--- config.mk ---
export PLATFORM = sky130hd
export DESIGN_NAME = http_chunked_body_decoder_flat
export DESIGN_NICKNAME = d
export VERILOG_FILES = /design/src/hdl/hcbd_pkg.sv /design/src/hdl/hcbd_if.sv /design/src/hdl/http_chunked_body_decoder.sv /design/src/hdl/hcbd_front.sv /design/src/hdl/hcbd_queue.sv /design/src/hdl/hcbd_back.sv /design/src/flat_wrapper.sv
export VERILOG_INCLUDE_DIRS = /design/src /design/src/hdl
export SDC_FILE = /design/constraint.sdc
export NUM_CORES = 1
export LEC_CHECK = 0
export BUFFER_PORTS_ARGS = -buffer_cell sky130_fd_sc_hd__buf_2
export CORE_UTILIZATION = 45
export DETAILED_ROUTE_END_ITERATION = 8
export PLACE_DENSITY = 0.59
export SYNTH_ARGS = -nofsm -noshare
export SYNTH_HDL_FRONTEND = slang
export SYNTH_SLANG_ARGS = --single-unit
--- constraint.sdc ---
create_clock -name clk -period 5.88 [get_ports clk]
set_input_delay 1.176 -clock clk [delete_from_list [all_inputs] [get_ports clk]]
set_output_delay 1.176 -clock clk [all_outputs]
set_load 0.005 [all_outputs]
--- src/hdl/http_chunked_body_decoder_macros.svh ---
`ifndef HTTP_CHUNKED_BODY_DECODER_MACROS_SVH
`define HTTP_CHUNKED_BODY_DECODER_MACROS_SVH

// same-cycle implication, sampled on clk, off during reset
`define HCBD_ASSERT_IMP(label, pre, post) \
	label: assert property (@(posedge clk) disable iff (!arst_n) (pre) |-> (post)) \
		else $error("hcbd same-cycle check failed");

// next-cycle implication, sampled on clk, off during reset
`define HCBD_ASSERT_NXT(label, pre, post) \
	label: assert property (@(posedge clk) disable iff (!arst_n) (pre) |=> (post)) \
		else $error("hcbd next-cycle check failed");

`endif

--- src/hdl/hcbd_pkg.sv ---
`default_nettype none
package hcbd_pkg;

	localparam int SIZE_BITS   = 32;
	localparam int LENGTH_BITS = 24;
	localparam int Q_DEPTH     = 4;
	localparam int Q_PTR_BITS  = $clog2(Q_DEPTH);
	localparam int Q_CNT_BITS  = $clog2(Q_DEPTH + 1);

	localparam logic [1:0] SKIP_LEN = 2'd2;

	typedef struct packed {
		logic [7:0] in_byte;
		logic       in_last;
	} in_beat_t;

	typedef struct packed {
		logic [7:0]             out_byte;
		logic                   out_is_data;
		logic                   out_end;
		logic [LENGTH_BITS-1:0] body_length;
	} out_beat_t;

	// per-byte classification done in the front end
	typedef struct packed {
		logic       is_hex;
		logic [3:0] hex_val;
		logic       is_space;
		logic       is_sign;
		logic       is_minus;
		logic       is_x;
		logic       is_cr;
		logic       is_lf;
	} byte_class_t;

	typedef struct packed {
		logic [7:0]  data;
		logic        last;
		byte_class_t cls;
	} q_entry_t;

endpackage
`default_nettype wire

--- src/hdl/hcbd_if.sv ---
`default_nettype none
interface hcbd_in_if;
	logic               valid;
	logic               ready;
	hcbd_pkg::in_beat_t data;

	modport source(output valid, output data, input ready);
	modport sink(input valid, input data, output ready);
endinterface

interface hcbd_out_if;
	logic                valid;
	logic                ready;
	hcbd_pkg::out_beat_t data;

	modport source(output valid, output data, input ready);
	modport sink(input valid, input data, output ready);
endinterface
`default_nettype wire

--- src/hdl/http_chunked_body_decoder.sv ---
// channel   dir  beat payload                                   handshake
// body      in   in_byte[7:0], in_last                          valid/ready
// payload   out  out_byte[7:0], out_is_data, out_end,           valid/ready
//                body_length[23:0]
//
// one byte per clock sustained while payload is ready; each byte is stored in
// the queue, then sees one pass through the back-end state update into out_q
// a four-entry queue sits between the classifier and the state machine
// a payload beat is produced for each data byte and for the last byte
// arst_n clears the queue, the decoder state and the output valid flag
// a stalled payload side fills the queue, then body.ready drops
`default_nettype none
module http_chunked_body_decoder (
	input  wire logic   clk,
	input  wire logic   arst_n,
	hcbd_in_if.sink     body,
	hcbd_out_if.source  payload
);
	import hcbd_pkg::*;

	logic     q_full;
	logic     q_push;
	logic     q_pop;
	logic     q_valid;
	q_entry_t q_wdata;
	q_entry_t q_rdata;

	hcbd_front u_front (
		.body    (body),
		.q_full  (q_full),
		.q_push  (q_push),
		.q_wdata (q_wdata)
	);

	hcbd_queue u_queue (
		.clk    (clk),
		.arst_n (arst_n),
		.push   (q_push),
		.wdata  (q_wdata),
		.full   (q_full),
		.pop    (q_pop),
		.rvalid (q_valid),
		.rdata  (q_rdata)
	);

	hcbd_back u_back (
		.clk     (clk),
		.arst_n  (arst_n),
		.q_valid (q_valid),
		.q_rdata (q_rdata),
		.q_pop   (q_pop),
		.payload (payload)
	);

endmodule
`default_nettype wire

--- src/hdl/hcbd_front.sv ---
`default_nettype none
module hcbd_front (
	hcbd_in_if.sink           body,
	input  wire logic         q_full,
	output logic              q_push,
	output hcbd_pkg::q_entry_t q_wdata
);
	import hcbd_pkg::*;

	localparam logic [7:0] CH_TAB   = 8'h09;
	localparam logic [7:0] CH_LF    = 8'h0A;
	localparam logic [7:0] CH_VT    = 8'h0B;
	localparam logic [7:0] CH_FF    = 8'h0C;
	localparam logic [7:0] CH_CR    = 8'h0D;
	localparam logic [7:0] CH_SPACE = 8'h20;
	localparam logic [7:0] CH_PLUS  = 8'h2B;
	localparam logic [7:0] CH_MINUS = 8'h2D;
	localparam logic [7:0] CH_X_UP  = 8'h58;
	localparam logic [7:0] CH_X_LO  = 8'h78;

	function automatic byte_class_t classify(input logic [7:0] b);
		byte_class_t c;
		c = '0;
		case (b) inside
			[8'h30:8'h39]: begin
				c.is_hex  = 1'b1;
				c.hex_val = b[3:0];
			end
			[8'h41:8'h46], [8'h61:8'h66]: begin
				c.is_hex  = 1'b1;
				c.hex_val = b[3:0] + 4'd9;
			end
			default: c.is_hex = 1'b0;
		endcase
		c.is_space = (b == CH_SPACE) || (b == CH_TAB) || (b == CH_LF) ||
			(b == CH_VT) || (b == CH_FF) || (b == CH_CR);
		c.is_sign  = (b == CH_PLUS) || (b == CH_MINUS);
		c.is_minus = (b == CH_MINUS);
		c.is_x     = (b == CH_X_UP) || (b == CH_X_LO);
		c.is_cr    = (b == CH_CR);
		c.is_lf    = (b == CH_LF);
		return c;
	endfunction

	assign body.ready   = !q_full;
	assign q_push       = body.valid && !q_full;
	assign q_wdata.data = body.data.in_byte;
	assign q_wdata.last = body.data.in_last;
	assign q_wdata.cls  = classify(body.data.in_byte);

endmodule
`default_nettype wire

--- src/hdl/hcbd_queue.sv ---
`default_nettype none
module hcbd_queue (
	input  wire logic               clk,
	input  wire logic               arst_n,
	input  wire logic               push,
	input  wire hcbd_pkg::q_entry_t wdata,
	output logic                    full,
	input  wire logic               pop,
	output logic                    rvalid,
	output hcbd_pkg::q_entry_t      rdata
);
	import hcbd_pkg::*;

	q_entry_t                 mem_q [Q_DEPTH];
	logic [Q_PTR_BITS-1:0]    wr_ptr_q;
	logic [Q_PTR_BITS-1:0]    rd_ptr_q;
	logic [Q_CNT_BITS-1:0]    count_q;

	assign full   = (count_q == Q_CNT_BITS'(Q_DEPTH));
	assign rvalid = (count_q != '0);
	assign rdata  = mem_q[rd_ptr_q];

	always_ff @(posedge clk) begin
		if (push) begin
			mem_q[wr_ptr_q] <= wdata;
		end
	end

	always_ff @(posedge clk or negedge arst_n) begin
		if (!arst_n) begin
			wr_ptr_q <= '0;
			rd_ptr_q <= '0;
			count_q  <= '0;
		end else begin
			if (push) begin
				wr_ptr_q <= (wr_ptr_q == Q_PTR_BITS'(Q_DEPTH - 1)) ? '0 : wr_ptr_q + 1'b1;
			end
			if (pop) begin
				rd_ptr_q <= (rd_ptr_q == Q_PTR_BITS'(Q_DEPTH - 1)) ? '0 : rd_ptr_q + 1'b1;
			end
			case ({push, pop})
				2'b10:   count_q <= count_q + 1'b1;
				2'b01:   count_q <= count_q - 1'b1;
				default: count_q <= count_q;
			endcase
		end
	end

endmodule
`default_nettype wire

--- src/hdl/hcbd_back.sv ---
`default_nettype none
`include "http_chunked_body_decoder_macros.svh"
module hcbd_back (
	input  wire logic               clk,
	input  wire logic               arst_n,
	input  wire logic               q_valid,
	input  wire hcbd_pkg::q_entry_t q_rdata,
	output logic                    q_pop,
	hcbd_out_if.source              payload
);
	import hcbd_pkg::*;

	typedef enum logic [7:0] {
		PH_WS   = 8'b0000_0001,
		PH_SIGN = 8'b0000_0010,
		PH_NUM  = 8'b0000_0100,
		PH_XPFX = 8'b0000_1000,
		PH_EXT  = 8'b0001_0000,
		PH_DATA = 8'b0010_0000,
		PH_SKIP = 8'b0100_0000,
		PH_STOP = 8'b1000_0000
	} phase_t;

	phase_t                 phase_q, phase_n;
	logic [SIZE_BITS-1:0]   chunk_q, chunk_n, chunk_dec, digit_val;
	logic [SIZE_BITS+3:0]   digit_sum;
	logic                   neg_q, neg_n;
	logic                   dig_q, dig_n;
	logic                   pz_q, pz_n;
	logic                   cr_q, cr_n;
	logic [1:0]             skip_q, skip_n, skip_dec;
	logic [LENGTH_BITS-1:0] len_q, len_n;
	logic                   emit, num_byte, has_result;
	logic                   out_valid_q;
	out_beat_t              out_q;
	byte_class_t            c;

	assign c          = q_rdata.cls;
	assign q_pop      = q_valid && (!out_valid_q || payload.ready);
	assign has_result = emit || q_rdata.last;

	// saturating shift-in of one hex digit
	assign digit_sum = {chunk_q, 4'h0} + {{SIZE_BITS{1'b0}}, c.hex_val};
	assign digit_val = (|digit_sum[SIZE_BITS+3:SIZE_BITS]) ? '1 : digit_sum[SIZE_BITS-1:0];
	assign chunk_dec = (chunk_q != '0) ? chunk_q - 1'b1 : chunk_q;
	assign skip_dec  = (skip_q != '0) ? skip_q - 1'b1 : skip_q;

	always_comb begin
		phase_n  = phase_q;
		chunk_n  = chunk_q;
		neg_n    = neg_q;
		dig_n    = dig_q;
		pz_n     = pz_q;
		skip_n   = skip_q;
		emit     = 1'b0;
		num_byte = 1'b0;
		case (phase_q)
			PH_WS: begin
				if (c.is_lf && cr_q) begin
					phase_n = PH_STOP;
				end else if (c.is_space) begin
					phase_n = PH_WS;
				end else if (c.is_sign) begin
					neg_n   = c.is_minus;
					phase_n = PH_SIGN;
				end else begin
					num_byte = 1'b1;
				end
			end
			PH_SIGN, PH_XPFX: begin
				num_byte = 1'b1;
			end
			PH_NUM: begin
				if (c.is_x && pz_q) begin
					pz_n    = 1'b0;
					phase_n = PH_XPFX;
				end else begin
					num_byte = 1'b1;
				end
			end
			PH_EXT: begin
				if (c.is_lf && cr_q) begin
					phase_n = (dig_q && !neg_q && chunk_q != '0) ? PH_DATA : PH_STOP;
				end
			end
			PH_DATA: begin
				emit    = 1'b1;
				chunk_n = chunk_dec;
				if (chunk_dec == '0) begin
					skip_n  = SKIP_LEN;
					phase_n = PH_SKIP;
				end
			end
			PH_SKIP: begin
				skip_n = skip_dec;
				if (skip_dec == '0) begin
					phase_n = PH_WS;
					chunk_n = '0;
					neg_n   = 1'b0;
					dig_n   = 1'b0;
					pz_n    = 1'b0;
				end
			end
			default: phase_n = PH_STOP;
		endcase
		if (num_byte) begin
			if (c.is_hex) begin
				pz_n    = !dig_q && (c.hex_val == 4'h0);
				chunk_n = digit_val;
				dig_n   = 1'b1;
				phase_n = PH_NUM;
			end else begin
				pz_n    = 1'b0;
				phase_n = PH_EXT;
			end
		end
		cr_n  = c.is_cr && (phase_n inside {PH_WS, PH_SIGN, PH_NUM, PH_XPFX, PH_EXT});
		len_n = (emit && len_q != '1) ? len_q + 1'b1 : len_q;
	end

	always_ff @(posedge clk or negedge arst_n) begin
		if (!arst_n) begin
			phase_q     <= PH_WS;
			chunk_q     <= '0;
			neg_q       <= 1'b0;
			dig_q       <= 1'b0;
			pz_q        <= 1'b0;
			cr_q        <= 1'b0;
			skip_q      <= '0;
			len_q       <= '0;
			out_valid_q <= 1'b0;
		end else begin
			if (q_pop) begin
				if (q_rdata.last) begin
					// end of body: back to a fresh decoder
					phase_q <= PH_WS;
					chunk_q <= '0;
					neg_q   <= 1'b0;
					dig_q   <= 1'b0;
					pz_q    <= 1'b0;
					cr_q    <= 1'b0;
					skip_q  <= '0;
					len_q   <= '0;
				end else begin
					phase_q <= phase_n;
					chunk_q <= chunk_n;
					neg_q   <= neg_n;
					dig_q   <= dig_n;
					pz_q    <= pz_n;
					cr_q    <= cr_n;
					skip_q  <= skip_n;
					len_q   <= len_n;
				end
			end
			if (q_pop && has_result) begin
				out_valid_q <= 1'b1;
			end else if (payload.ready) begin
				out_valid_q <= 1'b0;
			end
		end
	end

	always_ff @(posedge clk) begin
		if (q_pop && has_result) begin
			out_q.out_byte    <= emit ? q_rdata.data : 8'h00;
			out_q.out_is_data <= emit;
			out_q.out_end     <= q_rdata.last;
			out_q.body_length <= len_n;
		end
	end

	assign payload.valid = out_valid_q;
	assign payload.data  = out_q;

	`HCBD_ASSERT_IMP(a_pop_needs_entry, q_pop, q_valid)
	`HCBD_ASSERT_IMP(a_no_pop_on_stall, out_valid_q && !payload.ready, !q_pop)
	`HCBD_ASSERT_IMP(a_data_has_bytes, phase_q == PH_DATA, chunk_q != '0)
	`HCBD_ASSERT_IMP(a_skip_has_count, phase_q == PH_SKIP, skip_q != '0)
	`HCBD_ASSERT_NXT(a_end_clears_len, q_pop && q_rdata.last, len_q == '0)

endmodule
`default_nettype wire
--- src/flat_wrapper.sv ---
// flat-port wrapper written by rule: the top's interface ports become plain ports
module http_chunked_body_decoder_flat import hcbd_pkg::*;
  (clk, arst_n, body_valid, body_data, body_ready, payload_valid, payload_data, payload_ready);
  hcbd_in_if body_i ();
  hcbd_out_if payload_i ();
  input  wire logic clk;
  input  wire logic arst_n;
  input wire logic [$bits(body_i.valid)-1:0] body_valid;
  input wire logic [$bits(body_i.data)-1:0] body_data;
  output wire logic [$bits(body_i.ready)-1:0] body_ready;
  output wire logic [$bits(payload_i.valid)-1:0] payload_valid;
  output wire logic [$bits(payload_i.data)-1:0] payload_data;
  input wire logic [$bits(payload_i.ready)-1:0] payload_ready;
  assign body_i.valid = body_valid;
  assign body_i.data = body_data;
  assign body_ready = body_i.ready;
  assign payload_valid = payload_i.valid;
  assign payload_data = payload_i.data;
  assign payload_i.ready = payload_ready;
  http_chunked_body_decoder u_core (.clk(clk), .arst_n(arst_n), .body(body_i), .payload(payload_i));
endmodule
* Yosys cells after proc, flatten, opt, wreduce, memory -nomap -nowiden
Memories as Yosys holds them, arrays and structs flattened.
Index checks and enable logic that the tools add are counted.
W data, S select, Z words.
** Cells by class
- $add $sub $neg :: 9
- $lt $le $gt $ge :: 6
- Multiplexer cells :: 59
- Eq/ne operators :: 35
- Reduce and logical (&&, ||, !) cells :: 44
** Operators by type and width (number)
- $mux W32 :: 6
- $mux W8 :: 10
- $pmux W32 S2 :: 1
- $eq A8 B4 Y1 const B :: 7
- $mux W24 :: 2
- $pmux W8 S6 :: 1
- $add A36 B4 Y36 :: 1
- $eq A8 B6 Y1 const B :: 4
- $logic_not A32 Y1 :: 1
- $reduce_bool A32 Y1 :: 1
- $sub A32 B1 Y32 const B :: 1
- $mux W1 :: 26
- $add A24 B1 Y24 const B :: 1
- $eq A8 B7 Y1 const B :: 3
- $ne A24 B24 Y1 const B :: 1
- $eq A8 B1 Y1 const B :: 2
- $eq A8 B2 Y1 const B :: 2
- $eq A8 B3 Y1 const B :: 2
- $eq A8 B5 Y1 const B :: 2
- $ge A8 B7 Y1 const B :: 2
- $le A8 B7 Y1 const B :: 2
- $logic_and A1 B1 Y1 :: 13
- $ne A3 B3 Y1 const B :: 4
- $mux W2 :: 5
- 31 further kinds :: 53
** Storage, ports and cells
- Register bits :: 112
- Input port bits :: 13
- RAM bits :: 80
- Memories kept :: 1
- Word-level logic and storage cells :: 170
** Memories
- u_core.u_queue.mem_q :: depth 4, bits a word 20, read ports 1, clocked after Yosys merged registers in 0, write ports 1, RTL line hcbd_queue.sv:14 : q_entry_t mem_q [Q_DEPTH];

* Longest topological paths before layout
Gate-level depths: netlist (run 1).
- Depth in word-level cells :: 11
- Mapped depth :: 11
- Mapped depth without buffers :: 10

* Cells and area by module
A second synthesis (run 1) with hierarchy kept.
** Second synthesis, totals
- Cells, all modules :: 972
- Area total of the unflattened synthesis :: 10421.2 um2
** By module, submodules not included
- hcbd_back :: instances 1, cells each 774, area an instance 6707.7 um2
- hcbd_queue :: instances 1, cells each 143, area an instance 3308.2 um2
- hcbd_front :: instances 1, cells each 55, area an instance 405.4 um2

* Worst setup path before layout (run 1)
Ideal clock, no wire load.
- Path type :: flip-flop to flip-flop
- From :: reg u_core.u_back.chunk_q[0]
- To :: reg u_core.u_back.skip_q[0]
- Setup time :: 0.147 ns
- Slack :: 2.870 ns
- Arrival time :: 2.863 ns
- Path buffers :: 2
- Stages on the path, launching flop included :: 12
- Period minus slack after synthesis :: 3.010 ns
- Cell sequence :: dfrtp_1 -> clkbuf_1 -> inv_1 -> ha_1 -> nor3b_1 -> and4_1 -> buf_6 -> nand2_2 -> a2111oi_0 -> o2111ai_1 -> and4b_1 -> a41oi_1
** On the way
- Word-level cells in the longest chain between the ends :: 5
- Elaborated cells between the ends (all ways) :: 6
** Ends and longest elaborated chain
- from (decl) :: RTL line hcbd_back.sv:25 : logic [SIZE_BITS-1:0] chunk_q, chunk_n, chunk_dec, digit_val;
- from (signal assigned) :: RTL line hcbd_back.sv:146 : chunk_q <= chunk_n;
- $sub A32 B1 Y32 or $reduce_bool A32 Y1 (tied branches) :: RTL line hcbd_back.sv:45 : assign chunk_dec = (chunk_q != '0) ? chunk_q - 1'b1 : chunk_q;
- $mux W32 * :: RTL line hcbd_back.sv:45
- $logic_not A32 Y1 * :: RTL line hcbd_back.sv:89 : if (chunk_dec == '0) begin
- $ne A3 B3 Y1 (no line) *
- $reduce_and A3 Y1 (no line) *
- to (signal assigned) :: RTL line hcbd_back.sv:151 : skip_q <= skip_n;
- to (decl) :: RTL line hcbd_back.sv:31 : logic [1:0] skip_q, skip_n, skip_dec;
Mark *: on every way between the ends. The rest lies on a longest branch, timed or not.
A chain may end at the register's enable or synchronous reset.

* Worst setup path in the final report (run 1)
Same ends and word-level chain as after synthesis.

==> results of run 1 <==
-- registers in the layout, summed over array words and instances (netlist names) --
signal                       count
u_core.u_queue.rd_ptr_q          2
u_core.u_back.cr_q               1
u_core.u_queue.wr_ptr_q          2
u_core.u_back.skip_q             2
u_core.u_back.len_q             24
u_core.u_queue.count_q           3
u_core.u_back.neg_q              1
u_core.u_back.chunk_q           32
u_core.u_back.payload.valid      1
u_core.u_queue.mem_q            80
u_core.u_back.payload.data      34
u_core.u_back.phase_q            8
u_core.u_back.pz_q               1
u_core.u_back.dig_q              1
-- final cells by class --
class                   instances  area [um2]
inverters                      26        97.6
clock inverters                15         201
flip-flops and latches        192        5380
well taps                     280         350
repair buffers                 64         363
multi-input cells             665        4420
fillers                      1936       10800
clock buffers                  17         425
-- synth_stat cells, drive strengths merged (4+ instances only) --
master	count	area, um2
a211oi	10	75.1
a21boi	4	30.0
a21o	4	30.0
a21oi	33	165
a221oi	6	52.6
a22o	7	61.3
a31oi	24	150
a41oi	6	52.6
and2	16	100
and3	11	68.8
buf	20	138
clkbuf	57	214
dfrtp	77	1930
edfxtp	114	3420
ha	13	163
inv	24	90.1
mux4	19	428
nand2	100	378
nand2b	10	62.6
nand3	26	130
nand4	17	121
nor2	51	191
nor2b	5	33.8
nor3	23	115
nor4	16	121
o211ai	6	45.0
o21ai	109	546
o221ai	7	61.3
o22ai	6	37.5
o31ai	34	274
or2	6	37.5
or3	6	37.5
or4	9	71.3
xnor2	21	184
xor2	10	87.6
-- stage by stage --
step / hold slack [ps] / instances
global placement: 470 / 1227
floorplan: 445 / 960
CTS: 482 / 1259
finish: 488 / 1259
detailed placement: 471 / 1227
global route: 492 / 1259
-- layer usage --
layer	global-route usage, %	vias up
met1	30.0	3755
li1	-	3660
met2	34.4	187
met4	5.82	0
met5	0	-
met3	2.96	34
-- worst reg2reg max path, stage by stage, from the launching register on --
cell and delay (ps):
dfrtp_1 500, inv_1 130, ha_1 300, nor3b_1 830, and4_1 660, nand2_2 130
a2111oi_0 430, o2111ai_1 190, and4b_1 330, a41oi_1 130
-- cells by family (layout without fill, tap and decap cells) --
| group | count (synthesis) | in the layout | share of synthesized area [%] |
|---|---|---|---|
| XOR/XNOR | 31 | 31 | 2.65 |
| multiplexers | 24 | 24 | 4.70 |
| flip-flops | 192 | 192 | 52.5 |
| buffers and inverters | 103 | 122 | 4.39 |
| adder cells (fa/ha/maj) | 14 | 14 | 1.79 |
| AND/OR/NAND/NOR | 309 | 309 | 15.5 |
| AO/OA/AOI/OAI | 287 | 287 | 18.5 |
-- worst min-delay path by stage --
stage                     depth (start not counted)                 end                start
final                                             1  u_core.u_back.pz_q  u_core.u_back.dig_q
after global routing                              1  u_core.u_back.pz_q  u_core.u_back.dig_q
after CTS                                         1  u_core.u_back.pz_q  u_core.u_back.dig_q
after detailed placement                          1  u_core.u_back.pz_q  u_core.u_back.dig_q
after global placement                            1  u_core.u_back.pz_q  u_core.u_back.dig_q
after floorplan                                   1  u_core.u_back.pz_q  u_core.u_back.dig_q
==> flow_metrics.py, run 1 <==
metrics = {
    "clock_network": {
        "cts_resized": 0,
        "htreeDepth": 4,
        "cts_buffers": 17,
        "clk_latency_ps": 440,
        "clkTransAtPathRegs_ps": 80,
        "ctsHoldBuffers": 0,
        "post_cts_buffers": 0,
        "clockRootBuffer": "clkbuf_16",
        "cts.sinks": 192,
        "clockBufferDepth": 2,
        "tritoncts": "built",
    },
    "place": {
        "gp_congestion": 0.845,
        "portBuffers": 48,
        "dpl_cell_area_mm2": 0.0106,
        "pre_cts_slack_ps": 2170,
        "dp_hpwl_mm": 15.2,
    },
    "critical_path": {
        "crit_path_max_incr_delay_ps": 830,
        "crit_cells": 9,
        "critPathRequiredTime_ps": 6150,
        "cpLargestDelayFamily": "simple AND/OR/NAND/NOR gates",
        "critPathKind": "flip-flop to flip-flop",
        "crit_end": "u_core.u_back.skip_q[0]",
        "cp_cell_sequence": "inv_1 -> ha_1 -> nor3b_1 -> and4_1 -> nand2_2 -> a2111oi_0 -> o2111ai_1 -> and4b_1 -> a41oi_1",
        "reg2reg_slack_ps": 2090,
        "critical_path_arrival_ps": 4060,
        "slowest_stage": "nor3b_1",
        "critPathLaunch": "u_core.u_back.chunk_q[0]",
        "crit_path_start_kind": "flip-flop",
        "critPathMaxFanout": 12,
        "r2r_end": "u_core.u_back.skip_q[0]",
        "r2r-start": "u_core.u_back.chunk_q[0]",
        "critPathBufInv": 1,
        "endpoint_kind": "flip-flop",
        "rr_worst_depth": 9,
    },
    "floorplanning": {
        "die_h_um": 153,
        "rows": 54,
        "start_util_pct": 46.5,
        "pin_count": 49,
        "dieArea_mm2": 0.0233,
        "core_mm2": 0.0220,
        "dieWidth_um": 153,
    },
    "routing": {
        "vias": 7636,
        "avgViaCountPerCell": 6.07,
        "drc": 2,
        "met2_length_mm": 11.4,
        "finalWirelength_mm": 23.8,
        "first_pass_iters": 8,
        "maxUsedRoutingLayer": "met4",
        "dr.first_iter.drc_count": 589,
        "antenna_left": 0,
        "wl_met3_um": 892,
        "wl_met1_mm": 11.2,
        "avgRoutedWirePerCell_um": 18.9,
    },
    "synthesis": {
        "ys_async_sr_fraction_pct": 40.6,
        "synth_nets": 987,
        "ys_seq_elements": 192,
        "synth_edf_count": 114,
        "ys.flop_type": "edfxtp_1",
        "synth.distinct_cells": 83,
        "syn_area_per_cell_um2": 10.7,
        "postSynthCellCount": 960,
        "synth_area_mm2": 0.0102,
        "yosysWarnings": 0,
        "ys_seq_area_share_pct": 52.5,
    },
    "sta": {
        "fin_setup_tns_ps": 0,
        "final_max_slew_viol_count": 0,
        "worstMarginPinSlew_ps": 1090,
        "fin_crit_ps": 3790,
        "fmax_ghz": 0.264,
        "slew_headroom_pct": 27.1,
        "rsz0062_at_grt": "false",
        "finalSetupViolCount": 0,
        "skew_ps": 15.6,
        "fin_crit_sh_pct": 64.4,
        "fin_ws_ps": 2090,
        "hold_viol_final": 0,
    },
    "outcome": {
        "violations": "DRC",
        "status": "complete, but fails checks",
    },
    "grt": {
        "grt_overflow": 0,
        "first_global_vias": 7292,
        "grt_pass1_wl_mm": 39.4,
        "antenna_found_initial": 0,
        "grt_max_degree": 85,
        "grtUsageTotal_pct": 21.2,
    },
    "finish": {
        "mostFrequentLayoutCells": "edfxtp_1, o21ai_0, nand2_1",
        "final_util_pct": 51.0,
        "n_antenna_cell": 0,
        "area_growth_pct": 9.83,
        "layout_commonest_cell": "edfxtp_1",
        "fin_area_mm2": 0.0112,
        "drive_above_1_share_pct": 14.3,
        "finalNetCount": 993,
    },
    "run": {
        "cap_violations": 0,
    },
    "worst_hold_path": {
        "hold_class": "flip-flop to flip-flop",
    },
}
Power of run 1 is not shown: default switching activity piles up to over one toggle a cycle in this logic, so the estimate is an artifact.
==> run 2, diff against run 1 <==
clock period = 3.75 ns   (was 5.88 ns; I/O delays follow)
==> run 2 against run 1 <==
  * The flow still finishes with violations (DRC)
  * Routed wire length is 0.78% higher
  * Register-to-register slack worse by 1700 ps
  * Sequential cell count stayed put
==> flow_metrics.py, run 2 (same netlist as run 1, synthesis figures left out) <==
metrics = {
    "routing": {
        "avgRoutedWirePerCell_um": 19.0,
        "antenna_left": 0,
        "vias": 7612,
        "finalWirelength_mm": 24.0,
        "dr.first_iter.drc_count": 492,
        "avgViaCountPerCell": 6.02,
        "drc": 3,
        "first_pass_iters": 7,
    },
    "place": {
        "portBuffers": 48,
        "gp_congestion": 0.847,
        "pre_cts_slack_ps": 514,
        "dp_hpwl_mm": 15.3,
    },
    "critical_path": {
        "critPathMaxFanout": 10,
        "cpLargestDelayFamily": "compound AO/OA/AOI/OAI gates",
        "critical_path_arrival_ps": 3670,
        "crit_path_start_kind": "flip-flop",
        "crit_path_max_incr_delay_ps": 600,
        "critPathRequiredTime_ps": 4040,
        "cp_cell_sequence": "inv_1 -> ha_1 -> or3b_2 -> o41ai_1 -> o21ai_0 -> a2111oi_0 -> o2111ai_1 -> and4b_1 -> a41oi_1",
        "slowest_stage": "o41ai_1",
        "endpoint_kind": "flip-flop",
        "critPathBufInv": 1,
        "critPathKind": "flip-flop to flip-flop",
    },
    "grt": {
        "first_global_vias": 7329,
        "grt_max_degree": 84,
        "antenna_found_initial": 0,
        "grtUsageTotal_pct": 21.5,
        "grt_pass1_wl_mm": 39.9,
        "grt_overflow": 0,
    },
    "floorplanning": {
        "pin_count": 49,
        "start_util_pct": 46.5,
        "core_mm2": 0.0220,
        "dieWidth_um": 153,
        "dieArea_mm2": 0.0233,
        "die_h_um": 153,
        "rows": 54,
    },
    "clock_network": {
        "ctsHoldBuffers": 0,
        "htreeDepth": 4,
        "cts_buffers": 17,
        "clkTransAtPathRegs_ps": 80,
        "post_cts_buffers": 0,
        "clockRootBuffer": "clkbuf_16",
        "cts_resized": 0,
        "clockBufferDepth": 2,
        "cts.sinks": 192,
        "clk_latency_ps": 440,
        "tritoncts": "built",
    },
    "sta": {
        "fmax_ghz": 0.296,
        "hold_viol_final": 0,
        "fin_setup_tns_ps": 0,
        "final_max_slew_viol_count": 0,
        "worstMarginPinSlew_ps": 1070,
        "hold_slack_ps": 309,
        "fin_crit_ps": 3380,
        "skew_ps": 12.1,
        "fin_crit_sh_pct": 90.1,
        "finalSetupViolCount": 0,
        "rsz0062_at_grt": "false",
        "fin_ws_ps": 370,
        "slew_headroom_pct": 29.0,
    },
    "outcome": {
        "status": "complete, but fails checks",
        "violations": "DRC",
    },
    "finish": {
        "multi_input_comb_area_mm2": 0.00442,
        "ff_latch_area_mm2": 0.00538,
        "fillers": 1976,
        "top_register": "u_core.u_queue.mem_q",
        "largest_register_ffs": 80,
        "mostFrequentLayoutCells": "edfxtp_1, o21ai_0, nand2_1",
        "drive_above_1_share_pct": 14.8,
        "finalNetCount": 999,
        "n_antenna_cell": 0,
        "layout_commonest_cell": "edfxtp_1",
        "area_growth_pct": 10.5,
        "final_util_pct": 51.3,
    },
    "worst_hold_path": {
        "hold_class": "input port to async pin",
    },
    "run": {
        "cap_violations": 0,
    },
}
## run 2: cell count changes in the layout (fill, tap and decap cells not counted)
cell | previous run | this run
buf_12 | 0 | 2
buf_4 | 17 | 21
clkinv_4 | 2 | 1
clkinv_8 | 6 | 5
inv_12 | 3 | 4
clkinvlp_4 | 0 | 1
## run 2: worst paths after layout
| kind | from | to | slack [ps] | cells past startpoint |
|---|---|---|---|---|
| min in group clk | u_core.u_back.dig_q | u_core.u_back.pz_q | 500 | 1 |
| max | u_core.u_back.chunk_q[0] | u_core.u_back.skip_q[0] | 370 | 9 |
| max in group asynchronous | arst_n | u_core.u_back.phase_q[0] | 2680 | 2 |
| min reg2reg | u_core.u_back.dig_q | u_core.u_back.pz_q | 500 | 1 |
| min | arst_n | u_core.u_back.chunk_q[15] | 310 | 1 |
| max reg2reg | u_core.u_back.chunk_q[0] | u_core.u_back.skip_q[0] | 370 | 9 |
## run 2: stage by stage
step	area, um2	instances
6_report	11300	1265
3_5_place_dp	10700	1233
4_1_cts	11300	1265
5_1_grt	11300	1265
3_3_place_gp	10700	1233
2_1_floorplan	10200	960
## run 2: worst reg2reg max path, stage by stage (launching register included)
cell and delay (ps):
dfrtp_1 490, inv_1 120, ha_1 270, or3b_2 520, o41ai_1 600, o21ai_0 210
a2111oi_0 320, o2111ai_1 210, and4b_1 360, a41oi_1 130
## run 2: layout make-up
cell class                 count  share of cell area, %
clock buffer                  17                   3.76
clock inverter                15                   1.77
inverter                      26                  0.863
multi-input combinational    665                   39.1
sequential                   192                   47.5
tap                          280                   3.10
timing repair buffer          70                   3.83
## run 2: metal layers
metal / share of wire [%] / GRT usage (%) / up-vias
met2: 48 / 35.3 / 197
met4: 1.1 / 5.48 / 0
met5: 0 / 0 / -
li1: - / - / 3663
met3: 4.1 / 3.16 / 19
met1: 47 / 30.0 / 3733
Power of run 2 is left out for the same reason.
==> run 3, diff against run 2 <==
PLACE_DENSITY = unset   (was 0.59)
PLACE_DENSITY_LB_ADDON = 0.2   (was unset)
==> run 3 against run 2 <==
  * The flow still finishes with violations (DRC)
  * Die area stayed put
  * Register-to-register slack improved by 200 ps
  * Sequential cell count unchanged
  * Worst hold slack got worse by 76 ps
  * Routed wire length fell by 1.2%
  * Via count is essentially flat
  * Count of clock-buffer cells in the layout unchanged
  * Sequential share of layout area up 0.21 points
  * Final cell count is the same
  * Critical endpoint unchanged
  * Largest cell class unchanged
==> flow_metrics.py, run 3 (same netlist as run 1, synthesis figures left out) <==
metrics = {
    "outcome": {
        "status": "complete, but fails checks",
        "violations": "DRC",
    },
    "sta": {
        "fin_crit_ps": 3180,
        "fin_setup_tns_ps": 0,
        "rsz0062_at_grt": "false",
        "hold_viol_final": 0,
        "skew_ps": 12.6,
        "hold_slack_ps": 233,
        "fmax_ghz": 0.315,
        "slew_headroom_pct": 28.8,
        "finalSetupViolCount": 0,
        "worstMarginPinSlew_ps": 1070,
        "fin_crit_sh_pct": 84.8,
        "final_max_slew_viol_count": 0,
    },
    "grt": {
        "grtUsageTotal_pct": 21.6,
        "grt_overflow": 0,
        "grt_max_degree": 85,
        "grt_pass1_wl_mm": 40.2,
        "first_global_vias": 7425,
        "antenna_found_initial": 0,
    },
    "place": {
        "portBuffers": 48,
        "dp_hpwl_mm": 15.1,
        "place_inst": 1233,
        "gp_congestion": 0.853,
    },
    "critical_path": {
        "critPathLaunch": "u_core.u_back.chunk_q[0]",
        "critPathMaxFanout": 12,
        "slowest_stage": "and4_1",
        "r2r_end": "u_core.u_back.skip_q[0]",
        "endpoint_kind": "flip-flop",
        "crit_path_max_incr_delay_ps": 510,
        "critical_path_arrival_ps": 3460,
        "crit_end": "u_core.u_back.skip_q[0]",
        "rr_worst_depth": 10,
        "critPathKind": "flip-flop to flip-flop",
        "critPathRequiredTime_ps": 4030,
        "cp_cell_sequence": "inv_1 -> ha_1 -> nor3b_1 -> buf_4 -> and4_1 -> nand2_2 -> a2111oi_0 -> o2111ai_1 -> and4b_1 -> a41oi_1",
        "r2r-start": "u_core.u_back.chunk_q[0]",
        "reg2reg_slack_ps": 570,
        "crit_path_start_kind": "flip-flop",
    },
    "finish": {
        "n_antenna_cell": 0,
        "final_cell_count_no_fill": 1265,
        "finalNetCount": 999,
        "top_register": "u_core.u_queue.mem_q",
        "layout_commonest_cell": "edfxtp_1",
        "drive_above_1_share_pct": 14.7,
        "mostFrequentLayoutCells": "edfxtp_1, o21ai_0, nand2_1",
        "largest_register_ffs": 80,
        "area_growth_pct": 10.0,
        "fillers": 1973,
    },
    "floorplanning": {
        "core_mm2": 0.0220,
        "rows": 54,
        "die_h_um": 153,
        "pin_count": 49,
        "start_util_pct": 46.5,
        "dieWidth_um": 153,
        "dieArea_mm2": 0.0233,
    },
    "routing": {
        "first_pass_iters": 6,
        "antenna_left": 0,
        "vias": 7610,
        "finalWirelength_mm": 23.7,
        "avgViaCountPerCell": 6.02,
        "dr.first_iter.drc_count": 556,
        "drc": 1,
        "avgRoutedWirePerCell_um": 18.8,
    },
    "run": {
        "cap_violations": 0,
    },
    "clock_network": {
        "clkTransAtPathRegs_ps": 70,
        "ctsHoldBuffers": 0,
        "clk_latency_ps": 440,
        "tritoncts": "built",
        "clockRootBuffer": "clkbuf_16",
        "cts_resized": 0,
        "cts_buffers": 17,
        "clockBufferDepth": 2,
        "post_cts_buffers": 0,
        "htreeDepth": 4,
        "cts.sinks": 192,
    },
    "worst_hold_path": {
        "hold_class": "input port to async pin",
    },
}
run 3: cell types whose count changed in the layout (fill, tap and decap cells not counted), sizes merged:
cell	previous run	this run
inv	32	30
clkinv	8	10
run 3: final cells by class:
cell class | instances | area, um2 | share of cell area, %
Timing Repair Buffer | 70 | 420 | 3.73
Multi-Input combinational cell | 665 | 4420 | 39.3
Clock buffer | 17 | 425 | 3.78
Inverter | 26 | 97.6 | 0.867
Tap cell | 280 | 350 | 3.11
Sequential cell | 192 | 5380 | 47.8
Clock inverter | 15 | 163 | 1.44
run 3: how the worst min path moves through the flow:
stage,endpoint,slack (ps),cells after the start,start
after CTS,u_core.u_back.chunk_q[5],230,1,arst_n
final,u_core.u_back.chunk_q[5],230,1,arst_n
after floorplan,u_core.u_back.chunk_q[0],450,0,arst_n
after detailed placement,u_core.u_back.pz_q,470,1,u_core.u_back.dig_q
after global routing,u_core.u_back.chunk_q[5],250,1,arst_n
after global placement,u_core.u_back.pz_q,470,1,u_core.u_back.dig_q
run 3: stage by stage:
step | setup WS (ps) | utilization [%] | area [um2]
2_1_floorplan | 740 | - | 10200
3_3_place_gp | 723 | 48.4 | 10700
3_5_place_dp | 629 | 48.4 | 10700
4_1_cts | 601 | 51.1 | 11300
5_1_grt | 330 | 51.1 | 11300
6_report | 571 | 51.1 | 11300
run 3: layer usage:
metal / up-vias / GRT usage [%] / wire length, um
met5: - / 0 / 0
met4: 0 / 6.49 / 377
met3: 35 / 3.38 / 830
met2: 162 / 34.4 / 11100
met1: 3746 / 30.4 / 11400
li1: 3667 / - / -
run 3: worst max-delay path: cells and delay by family (launching register included):
kind            cells  cell delay [ps]
flops               1              490
simple gates        4             1190
buf+inv             2              310
compound gates      3              740
fa+ha+maj           1              300
Power of run 3 is left out for the same reason.
